### config.mk
export PLATFORM = sky130hd
export DESIGN_NAME = tcp_payload_url_extractor_unit
export DESIGN_NICKNAME = d
export VERILOG_FILES = /design/src/rtl/tpue_pkg.sv /design/src/rtl/tcp_payload_url_extractor_unit.sv
export SDC_FILE = /design/constraint.sdc
export NUM_CORES = 1
export LEC_CHECK = 0
export BUFFER_PORTS_ARGS = -buffer_cell sky130_fd_sc_hd__buf_2
export CAP_MARGIN = 20
export CORE_MARGIN = 3
export CORE_UTILIZATION = 55
export CTS_BUF_LIST = sky130_fd_sc_hd__clkbuf_4 sky130_fd_sc_hd__clkbuf_8
export DETAILED_ROUTE_END_ITERATION = 12
export PLACE_DENSITY_LB_ADDON = 0.1
export SETUP_SLACK_MARGIN = 0.02
export SLEW_MARGIN = 20
export SYNTH_ARGS = -nofsm -noshare
export SYNTH_HDL_FRONTEND = slang
export SYNTH_SLANG_ARGS = --single-unit
### constraint.sdc
create_clock -name clk -period 2.8 [get_ports clk]
set_clock_uncertainty 0.1 [all_clocks]
set_input_delay 0.84 -clock clk [delete_from_list [all_inputs] [get_ports clk]]
set_output_delay 0.84 -clock clk [all_outputs]
set_load 0.03 [all_outputs]
### src/rtl/tpue_pkg.sv
package tpue_pkg;

  // Fixed field and state widths.
  localparam int unsigned ByteW = 8;
  localparam int unsigned PosW = 16;
  localparam int unsigned IpLenW = 6;

  // Default capture limit in bytes.
  localparam int unsigned DefaultMaxFrameBytes = 65535;

  // Frame offsets of the header fields that set the payload start.
  localparam logic [PosW-1:0] IpHeaderPos = 16'd14;
  localparam logic [PosW-1:0] TcpOffsetBase = 16'd26;
  localparam logic [PosW-1:0] EthHeaderBytes = 16'd14;

  // Smallest TCP header length, in bytes, that the parser accepts.
  localparam logic [ByteW-1:0] MinTcpHeaderBytes = 8'd16;

  // Match pattern and the URL delimiter.
  localparam logic [23:0] HttpPrefix = 24'h687474;
  localparam logic [ByteW-1:0] CharH = 8'h68;
  localparam logic [ByteW-1:0] CharT = 8'h74;
  localparam logic [ByteW-1:0] CharP = 8'h70;
  localparam logic [ByteW-1:0] CharDot = 8'h2E;

  // One frame byte request.
  typedef struct packed {
    logic [ByteW-1:0] frame_byte;
    logic frame_last;
  } frame_t;

  // One URL result.
  typedef struct packed {
    logic [ByteW-1:0] url_byte;
    logic has_byte;
    logic url_end;
  } url_t;

endpackage

### src/rtl/tcp_payload_url_extractor_unit.sv
// Extracts the first "http" URL from the TCP payload of an Ethernet/IPv4
// frame that is fed in one byte per request, with frame_last on its final
// byte. The unit takes one frame byte per cycle unless frame_stall is
// high. Each byte is held in an input register, decoded combinationally
// against the parse state, and its results (none, one or two, or four
// when the "http" chunk matches) are written to an eight-entry result
// queue that drains one result per cycle while url_stall is low. A frame
// byte is stalled only while fewer than four queue entries are free, so a
// slow result side back-pressures the frame side. A byte's results enter
// the queue from the input register; the largest burst is four results.
module tcp_payload_url_extractor_unit #(
  parameter int unsigned MAX_FRAME_BYTES = tpue_pkg::DefaultMaxFrameBytes
) (
  input  logic             clk,
  input  logic             rst,
  input  logic             frame_valid,
  output logic             frame_stall,
  input  tpue_pkg::frame_t frame,
  output logic             url_valid,
  input  logic             url_stall,
  output tpue_pkg::url_t   url
);

  localparam int unsigned PosW = tpue_pkg::PosW;
  localparam logic [PosW-1:0] MaxPos = PosW'(MAX_FRAME_BYTES);
  localparam logic [PosW:0] MaxLim = (PosW + 1)'(MAX_FRAME_BYTES);
  localparam int unsigned QDepth = 8;
  localparam int unsigned QPtrW = 3;
  localparam logic [QPtrW:0] QRoomLimit = 4'd4;

  typedef enum logic [1:0] {
    MODE_HEADER,
    MODE_SCAN,
    MODE_EMIT,
    MODE_DONE
  } mode_t;

  // Input holding register.
  logic             hold_valid;
  tpue_pkg::frame_t hold;

  // Parse state.
  logic [PosW-1:0]             byte_position;
  logic [tpue_pkg::IpLenW-1:0] ip_header_bytes;
  logic [PosW-1:0]             payload_start;
  logic [23:0]                 chunk_shift;
  mode_t                       parse_mode;
  logic                        seen_one_dot;

  logic [PosW-1:0]             byte_position_next;
  logic [tpue_pkg::IpLenW-1:0] ip_header_bytes_next;
  logic [PosW-1:0]             payload_start_next;
  logic [23:0]                 chunk_shift_next;
  mode_t                       parse_mode_next;
  logic                        seen_one_dot_next;

  // Result queue.
  tpue_pkg::url_t   queue [QDepth];
  logic [QPtrW-1:0] wr_ptr;
  logic [QPtrW-1:0] rd_ptr;
  logic [QPtrW:0]   count;

  tpue_pkg::url_t res [4];
  logic [2:0]     nres;

  logic advance;
  logic deq;
  logic take;

  logic [tpue_pkg::ByteW-1:0] b;
  logic                       last;
  logic [PosW-1:0]            off;
  logic [tpue_pkg::ByteW-1:0] tcp_bytes;
  logic [PosW-1:0]            tcp_pos;

  assign advance = hold_valid && (count <= QRoomLimit);
  assign frame_stall = hold_valid && (count > QRoomLimit);
  assign take = frame_valid && !frame_stall;
  assign url_valid = (count != '0);
  assign url = queue[rd_ptr];
  assign deq = url_valid && !url_stall;

  assign b = hold.frame_byte;
  assign last = hold.frame_last;
  assign off = byte_position - payload_start;
  assign tcp_bytes = {2'b00, b[7:4], 2'b00};
  assign tcp_pos = tpue_pkg::TcpOffsetBase + PosW'(ip_header_bytes);

  // Decode one frame byte against the parse state.
  always_comb begin
    byte_position_next = byte_position;
    ip_header_bytes_next = ip_header_bytes;
    payload_start_next = payload_start;
    chunk_shift_next = chunk_shift;
    parse_mode_next = parse_mode;
    seen_one_dot_next = seen_one_dot;
    nres = 3'd0;
    for (int k = 0; k < 4; k++) begin
      res[k] = '0;
    end

    if (byte_position >= MaxPos) begin
      // Past the capture limit: close any URL in progress.
      if (parse_mode == MODE_EMIT) begin
        res[0].url_end = 1'b1;
        nres = 3'd1;
        parse_mode_next = MODE_DONE;
      end
    end else begin
      case (parse_mode)
        MODE_HEADER: begin
          if (byte_position == tpue_pkg::IpHeaderPos) begin
            ip_header_bytes_next = {b[3:0], 2'b00};
          end else if (byte_position > tpue_pkg::IpHeaderPos && byte_position == tcp_pos) begin
            if (tcp_bytes < tpue_pkg::MinTcpHeaderBytes) begin
              parse_mode_next = MODE_DONE;
            end else begin
              payload_start_next = tpue_pkg::EthHeaderBytes + PosW'(ip_header_bytes)
                                   + PosW'(tcp_bytes);
              parse_mode_next = MODE_SCAN;
            end
          end
        end
        MODE_SCAN: begin
          if (byte_position >= payload_start) begin
            // A chunk counts only if a captured byte follows it.
            if (off[1:0] == 2'b11 && !last
                && ({1'b0, byte_position} + 17'd1) < MaxLim
                && chunk_shift == tpue_pkg::HttpPrefix && b == tpue_pkg::CharP) begin
              res[0] = '{url_byte: tpue_pkg::CharH, has_byte: 1'b1, url_end: 1'b0};
              res[1] = '{url_byte: tpue_pkg::CharT, has_byte: 1'b1, url_end: 1'b0};
              res[2] = '{url_byte: tpue_pkg::CharT, has_byte: 1'b1, url_end: 1'b0};
              res[3] = '{url_byte: tpue_pkg::CharP, has_byte: 1'b1, url_end: 1'b0};
              nres = 3'd4;
              seen_one_dot_next = 1'b0;
              parse_mode_next = MODE_EMIT;
            end
            chunk_shift_next = {chunk_shift[15:0], b};
          end
        end
        MODE_EMIT: begin
          if (b == tpue_pkg::CharDot && seen_one_dot) begin
            res[0].url_end = 1'b1;
            nres = 3'd1;
            parse_mode_next = MODE_DONE;
          end else begin
            if (b == tpue_pkg::CharDot) begin
              seen_one_dot_next = 1'b1;
            end
            res[0] = '{url_byte: b, has_byte: 1'b1, url_end: 1'b0};
            nres = 3'd1;
            if (last) begin
              res[1].url_end = 1'b1;
              nres = 3'd2;
              parse_mode_next = MODE_DONE;
            end
          end
        end
        default: begin
        end
      endcase
    end

    // The position saturates at the capture limit.
    if (byte_position < MaxPos) begin
      byte_position_next = byte_position + 16'd1;
    end

    // The final byte returns the parser to its start state.
    if (last) begin
      byte_position_next = '0;
      ip_header_bytes_next = '0;
      payload_start_next = '0;
      chunk_shift_next = '0;
      parse_mode_next = MODE_HEADER;
      seen_one_dot_next = 1'b0;
    end
  end

  // Input register, parse state and result queue.
  always_ff @(posedge clk) begin
    if (rst) begin
      hold_valid <= 1'b0;
      byte_position <= '0;
      ip_header_bytes <= '0;
      payload_start <= '0;
      chunk_shift <= '0;
      parse_mode <= MODE_HEADER;
      seen_one_dot <= 1'b0;
      wr_ptr <= '0;
      rd_ptr <= '0;
      count <= '0;
    end else begin
      if (take) begin
        hold <= frame;
        hold_valid <= 1'b1;
      end else if (advance) begin
        hold_valid <= 1'b0;
      end

      if (advance) begin
        byte_position <= byte_position_next;
        ip_header_bytes <= ip_header_bytes_next;
        payload_start <= payload_start_next;
        chunk_shift <= chunk_shift_next;
        parse_mode <= parse_mode_next;
        seen_one_dot <= seen_one_dot_next;
        for (int k = 0; k < 4; k++) begin
          if (3'(k) < nres) begin
            queue[wr_ptr + QPtrW'(k)] <= res[k];
          end
        end
        wr_ptr <= wr_ptr + nres;
      end

      if (deq) begin
        rd_ptr <= rd_ptr + 3'd1;
      end

      count <= count + (advance ? {1'b0, nres} : 4'd0) - {3'b000, deq};
    end
  end

endmodule
Yosys cells after proc, flatten, opt, wreduce, memory -nomap -nowiden
Memories as Yosys holds them, arrays and structs flattened. A register that Yosys moved wholly into a read port is not among the register bits.
Cells that the tools add are included.
- $add $sub $neg: 13
- $mul: 0
- div/mod/pow operators: 0
- order comparisons: 12
- equality and inequality tests: 21
- shifts and indexed selects: 0
- muxes and demuxes: 75
- bitwise gates (word level): 1
- reduce and logical (&&, ||, !) cells: 31
- operators by type and width (kind ; number):
    16-bit two-way mux ; 8
    24-bit two-way mux ; 4
    39-bit two-way mux ; 2
    1-bit two-way mux ; 30
    30-bit two-way mux ; 1
    9-bit two-way mux ; 3
    24-bit by 23-bit == test with 1-bit output (second input constant) ; 1
    6-bit two-way mux ; 4
    3-bit two-way mux ; 7
    2-bit two-way mux ; 10
    20-bit two-way mux ; 1
    10-bit case mux with 2 select lines ; 1
    16-bit by 1-bit adder with 17-bit output (second input constant) ; 1
    17-bit by 16-bit < comparator with 1-bit output (second input constant) ; 1
    16-bit by 1-bit adder with 16-bit output (second input constant) ; 1
    16-bit by 4-bit == test with 1-bit output (second input constant) ; 1
    16-bit by 7-bit == test with 1-bit output ; 1
    16-bit >= comparator ; 1
    16-bit >= comparator (second input constant) ; 1
    16-bit by 4-bit greater-than comparator with 1-bit output (second input constant) ; 1
    16-bit < comparator (second input constant) ; 1
    4-bit != test (second input constant) ; 4
    2-bit nonzero test ; 7
    1-bit logical AND ; 10
    other kinds (35) ; 51
- register bits: 85
- bits in latches: 0
- RAM bits: 80
- bits in read-only memories: 0
- input port bits: 13
- output and inout port bits: 12
- word-level logic and storage cells: 166
- memories: 1
- memory list (name ; depth ; bits a word ; rd ports ; clocked after Yosys merged registers in ; wr ports ; RTL line ; RTL):
    queue ; 8 ; 10 ; 1 ; 1 ; 4 ; tcp_payload_url_extractor_unit.sv:58 ; tpue_pkg::url_t queue [QDepth];

Depth between registers and ports, before layout
- depth in word-level cells: 15
- depth in mapped cells: 15

Least setup slack after synthesis
Ideal clock, no wire load.
- kind: register to register
- start: register byte_position[1]
- end: register count[3]
- library setup time: 128 ps
- arrival time: 2838 ps
- setup slack: -266 ps
- cell stages (with the launch flop): 15
- clock period less this slack: 3066 ps
- cells stage by stage: dfxtp_1 -> inv_1 -> ha_1 -> nor4bb_1 -> nand3_1 -> nor4_2 -> o2111a_1 -> inv_1 -> buf_2 -> ha_1 -> inv_1 -> ha_1 -> a21oi_1 -> xnor2_1 -> nor2_1
- cells in the longest elaborated chain, start to end: 13
- RTL lines (what ; RTL line ; RTL):
    start, declared ; tcp_payload_url_extractor_unit.sv:43 ; logic [PosW-1:0] byte_position;
    start signal, assigned ; tcp_payload_url_extractor_unit.sv:202 ; byte_position <= byte_position_next;
    branches (longest 9 deep; another with 16-bit by 1-bit adder with 17-bit output) ; -- ;
    3-bit two-way mux * ; tcp_payload_url_extractor_unit.sv:102 ; if (byte_position >= MaxPos) begin
    3-bit two-way mux * ; tcp_payload_url_extractor_unit.sv:220 ; count <= count + (advance ? {1'b0, nres} : 4'd0) - {3'b000, deq};
    4-bit by 3-bit adder with 4-bit output * ; tcp_payload_url_extractor_unit.sv:220 ;
    4-bit by 1-bit subtractor with 4-bit output * ; tcp_payload_url_extractor_unit.sv:220 ;
    end signal, assigned ; tcp_payload_url_extractor_unit.sv:220 ;
    end, declared ; tcp_payload_url_extractor_unit.sv:61 ; logic [QPtrW:0] count;
Mark *: on every way between the ends.
A chain may end at the register's enable or synchronous reset.

==> impl_results.rst <==
.. list-table::
   :header-rows: 1

   * - Metric
     - Value
   * - Status
     - finished with violations
   * - Failing checks
     - setup timing
   * - Worst Setup Slack, final
     - -0.220 ns
   * - Count of clock tree sinks
     - 157
   * - Input/output buffers
     - 24
   * - Crit end category
     - output port
   * - Via Count
     - 8,194
   * - Static Leakage
     - 4.64 nW
   * - Growth of design area from synthesis to finish
     - 34.3%
   * - Clock period minus final worst setup slack
     - 3.02 ns
   * - Ordered list of cells on the worst path
     - buf_12 -> buf_16 -> mux4_2 -> mux2_4 -> buf_6
   * - Total CTS buffers
     - 17
   * - Critical-path cell with the highest stage delay
     - sky130_fd_sc_hd__mux4_2
   * - Antenna viol nets, final
     - 0
   * - GP Congestion
     - 0.969
   * - Unrepaired setup endpoints after global routing
     - true
   * - Maximum resistive drop on vdd
     - 433 µV
   * - Highest fanout seen on the critical path
     - 5
   * - Buffer type at the clock tree root
     - sky130_fd_sc_hd__clkbuf_8
   * - Vias in the first global route
     - 7,755
   * - Register bit count reported by yosys
     - 157
   * - Die Y
     - 130 µm
   * - Net switching share of the total power
     - 0.325
   * - Detailed-router iteration count before antenna repair
     - 5
   * - Length of routed met2 wiring
     - 12.8 mm
   * - Highest routed layer
     - met4
   * - Tightest Pin Transition
     - 0.708 ns
   * - Setup CP Type
     - reg -> out
   * - Average via count per standard cell
     - 6.31
   * - Area after DPL
     - 9770 µm²
   * - Final Routed Wirelength
     - 27.8 mm
   * - Area enclosed by the die boundary
     - 17,000 µm²
   * - TritonCTS clock tree
     - yes
   * - Relative slew slack
     - 0.527
   * - Worst Hold Margin
     - 0.368 ns
   * - Number of flops mapped to enable cells by yosys
     - 41
   * - Internal power of the cells
     - 0.00392 W
   * - Net switching power figure
     - 0.00189 W
   * - M1 WL
     - 12.1 mm
   * - Sequential cell fraction of total power
     - 0.429
   * - Clock group share of total power
     - 0.294
   * - Clock-pin slew of the registers on the worst-case setup and hold paths
     - 0.09 ns
   * - Area share of the leading cell type in the synthesized netlist
     - 0.273
   * - Power density over the cells
     - 508 nW/µm²
   * - Delay of the slowest cell on the worst path
     - 0.51 ns
   * - Overall track demand over capacity in global routing
     - 0.324
   * - Number of maximum-capacitance constraint violations
     - 0
   * - Wire length on met3
     - 2.17 mm
   * - Syn Nets
     - 962
   * - Bufs on Longest Clock Path
     - 2
   * - Number of buffer and inverter instances along the worst setup path
     - 3
   * - Period utilization
     - 1.08
   * - Most common cell in the netlist
     - sky130_fd_sc_hd__dfxtp_1
   * - Die Wd
     - 130 µm
   * - First-pass GRT wire length
     - 42.0 mm
   * - Iter 0 DRT Violations
     - 845
   * - Total global routing overflow
     - 0
   * - Placeable core area
     - 14,800 µm²
   * - Library cell occupying the most area in the post-synthesis netlist
     - sky130_fd_sc_hd__dfxtp_1
   * - Ports placed on the boundary
     - 25
   * - Proportion of synthesized chip area in sequential cells
     - 0.418
   * - Synth Cell Area
     - 8500 µm²
   * - Count of non-filler cells in the finished layout
     - 1,299
   * - Comb pwr share
     - 0.277
   * - Kind of start point of the critical path
     - flip-flop
   * - Number of failing setup endpoints in the final timing report
     - 48
   * - Count of antenna diodes in the layout
     - 0
   * - Hold Violations, Final
     - 0
   * - DRC violations left
     - 0
   * - Data arrival time of the critical path
     - 2.08 ns
   * - Cell count after placement
     - 1,217
   * - Pins over their slew limit
     - 0
   * - Pin count of the biggest net entering global routing
     - 46
   * - Unique masters post-synth
     - 79
   * - Final Power
     - 0.00580 W
   * - Design area
     - 11,400 µm²
   * - Site row count
     - 44
   * - Share of synthesized flip-flops with an asynchronous set or reset
     - 0
   * - Post-Route Utilization
     - 0.771
   * - Net count reported at finish
     - 1,148
   * - Layout filler cell count
     - 1,015
   * - Most frequent cells after synthesis
     - sky130_fd_sc_hd__dfxtp_1, sky130_fd_sc_hd__nand2_1, sky130_fd_sc_hd__nor2_1
   * - Required @ worst endpoint
     - 1.86 ns
   * - Count of synthesis-stage warnings from yosys
     - 0
   * - Clk Latency, worst-skew pair
     - 0.47 ns
   * - Dominant delay contributor by cell family on the critical path
     - multiplexers
   * - Synth Area per Inst
     - 9.28 µm²
   * - Wirelength per Cell
     - 21.4 µm
   * - Number of buffers added to fix hold violations after cts
     - 0
   * - Post-synthesis cell count
     - 916
   * - Number of antenna violations at the first check in global routing
     - 0
   * - Path category of the worst min-delay check
     - reg -> reg
   * - Max H-tree Level
     - 4
   * - Detailed placement HPWL
     - 19.5 mm
   * - Primary FF master, synth
     - sky130_fd_sc_hd__dfxtp_1
   * - Initial core utilization
     - 0.574
   * - Cell types with the largest area share after synthesis
     - sky130_fd_sc_hd__dfxtp_1, sky130_fd_sc_hd__edfxtp_1, sky130_fd_sc_hd__mux4_2
   * - Achievable clock frequency
     - 331 MHz
   * - Fraction of layout instances using a drive strength above 1
     - 0.370
==> registers in the layout (all words and copies together), names as in the netlist, named ones only <==
register,count
byte_position,16
wr_ptr,3
count,4
last,1
rd_ptr,3
hold_valid,1
chunk_shift,24
seen_one_dot,1
parse_mode,2
ip_header_bytes,4
b,8
payload_start,7
queue,80
==> final cells by class <==
class | count | area, µm² | area share
sequential | 157 | 3580 | 0.314
clock inverter | 15 | 159 | 0.0139
tap | 184 | 230 | 0.0202
clock buffer | 17 | 234 | 0.0205
inverter | 45 | 176 | 0.0155
timing repair buffer | 214 | 1790 | 0.157
multi-input combinational | 667 | 5250 | 0.459
==> path summary, 6_finish.rpt <==
| path | start | end | slack, ns | cells past startpoint |
|---|---|---|---|---|
| setup reg to reg | byte_position[0] | queue[7][2] | -0.14 | 10 |
| hold reg to reg | queue[3][9] | queue[3][9] | 0.37 | 2 |
| setup / recovery | flip-flop | url[3] | -0.22 | 5 |
| hold / removal | queue[3][9] | queue[3][9] | 0.37 | 2 |
==> metal layers <==
layer | vias up | global-route usage
met5 | - | 0
met3 | 59 | 0.0663
li1 | 3692 | -
met1 | 4008 | 0.460
met2 | 435 | 0.503
met4 | 0 | 0.0954
==> worst min-delay path: stages, from the launching register on <==
cell and delay, ns:
sky130_fd_sc_hd__dfxtp_1 0.32, sky130_fd_sc_hd__nand2_1 0.05, sky130_fd_sc_hd__a21oi_1 0.05
==> cells by family after synthesis <==
| family | synth area share |
|---|---|
| and+or+nand+nor | 0.210 |
| muxes | 0.0992 |
| DFF | 0.418 |
| adders and majority gates | 0.0512 |
| xor gates and xnor gates | 0.0247 |
| buffers and inverters | 0.0490 |
| AOI/OAI and AO/OA | 0.148 |
==> placed cells by master, fill, tap and decap left out, types with 17 or more instances in the layout <==
| cell type | count |
|---|---|
| sky130_fd_sc_hd__a21oi_1 | 58 |
| sky130_fd_sc_hd__buf_4 | 161 |
| sky130_fd_sc_hd__buf_6 | 31 |
| sky130_fd_sc_hd__clkbuf_8 | 17 |
| sky130_fd_sc_hd__dfxtp_1 | 102 |
| sky130_fd_sc_hd__edfxtp_1 | 41 |
| sky130_fd_sc_hd__ha_1 | 20 |
| sky130_fd_sc_hd__inv_1 | 37 |
| sky130_fd_sc_hd__mux2i_1 | 27 |
| sky130_fd_sc_hd__mux4_2 | 20 |
| sky130_fd_sc_hd__nand2_1 | 90 |
| sky130_fd_sc_hd__nand3_1 | 41 |
| sky130_fd_sc_hd__nor2_1 | 85 |
| sky130_fd_sc_hd__o21ai_0 | 25 |
==> what timing repair did <==
item / 4_1_cts / 5_1_grt
pin swaps: 20 / 45
gates cloned: 4 / 1
resized for setup: 94 / 111
buffers inserted: 19 / 31
endpoints found under the setup margin: 80 / 130
==> power by group through the flow <==
| stage | combinational, W | clock (W) | sequential [W] |
|---|---|---|---|
| after floorplan | 0.000911 | 0 | 0.00249 |
| after global placement | 0.00125 | 0 | 0.00252 |
| after detailed placement | 0.00129 | 0 | 0.00252 |
| after CTS | 0.00157 | 0.00171 | 0.00249 |
| after global routing | 0.00174 | 0.00182 | 0.00250 |
| final | 0.00161 | 0.00171 | 0.00249 |
==> through the flow <==
step	TNS (ns)	setup slack, ns
finish	-3.20	-0.220
global route	-5.47	-0.271
CTS	-2.20	-0.207
detailed placement	-2.37	-0.142
global placement	-0.997	-0.0995
floorplan	0	0.0333
(Power assumes the default switching activity.)
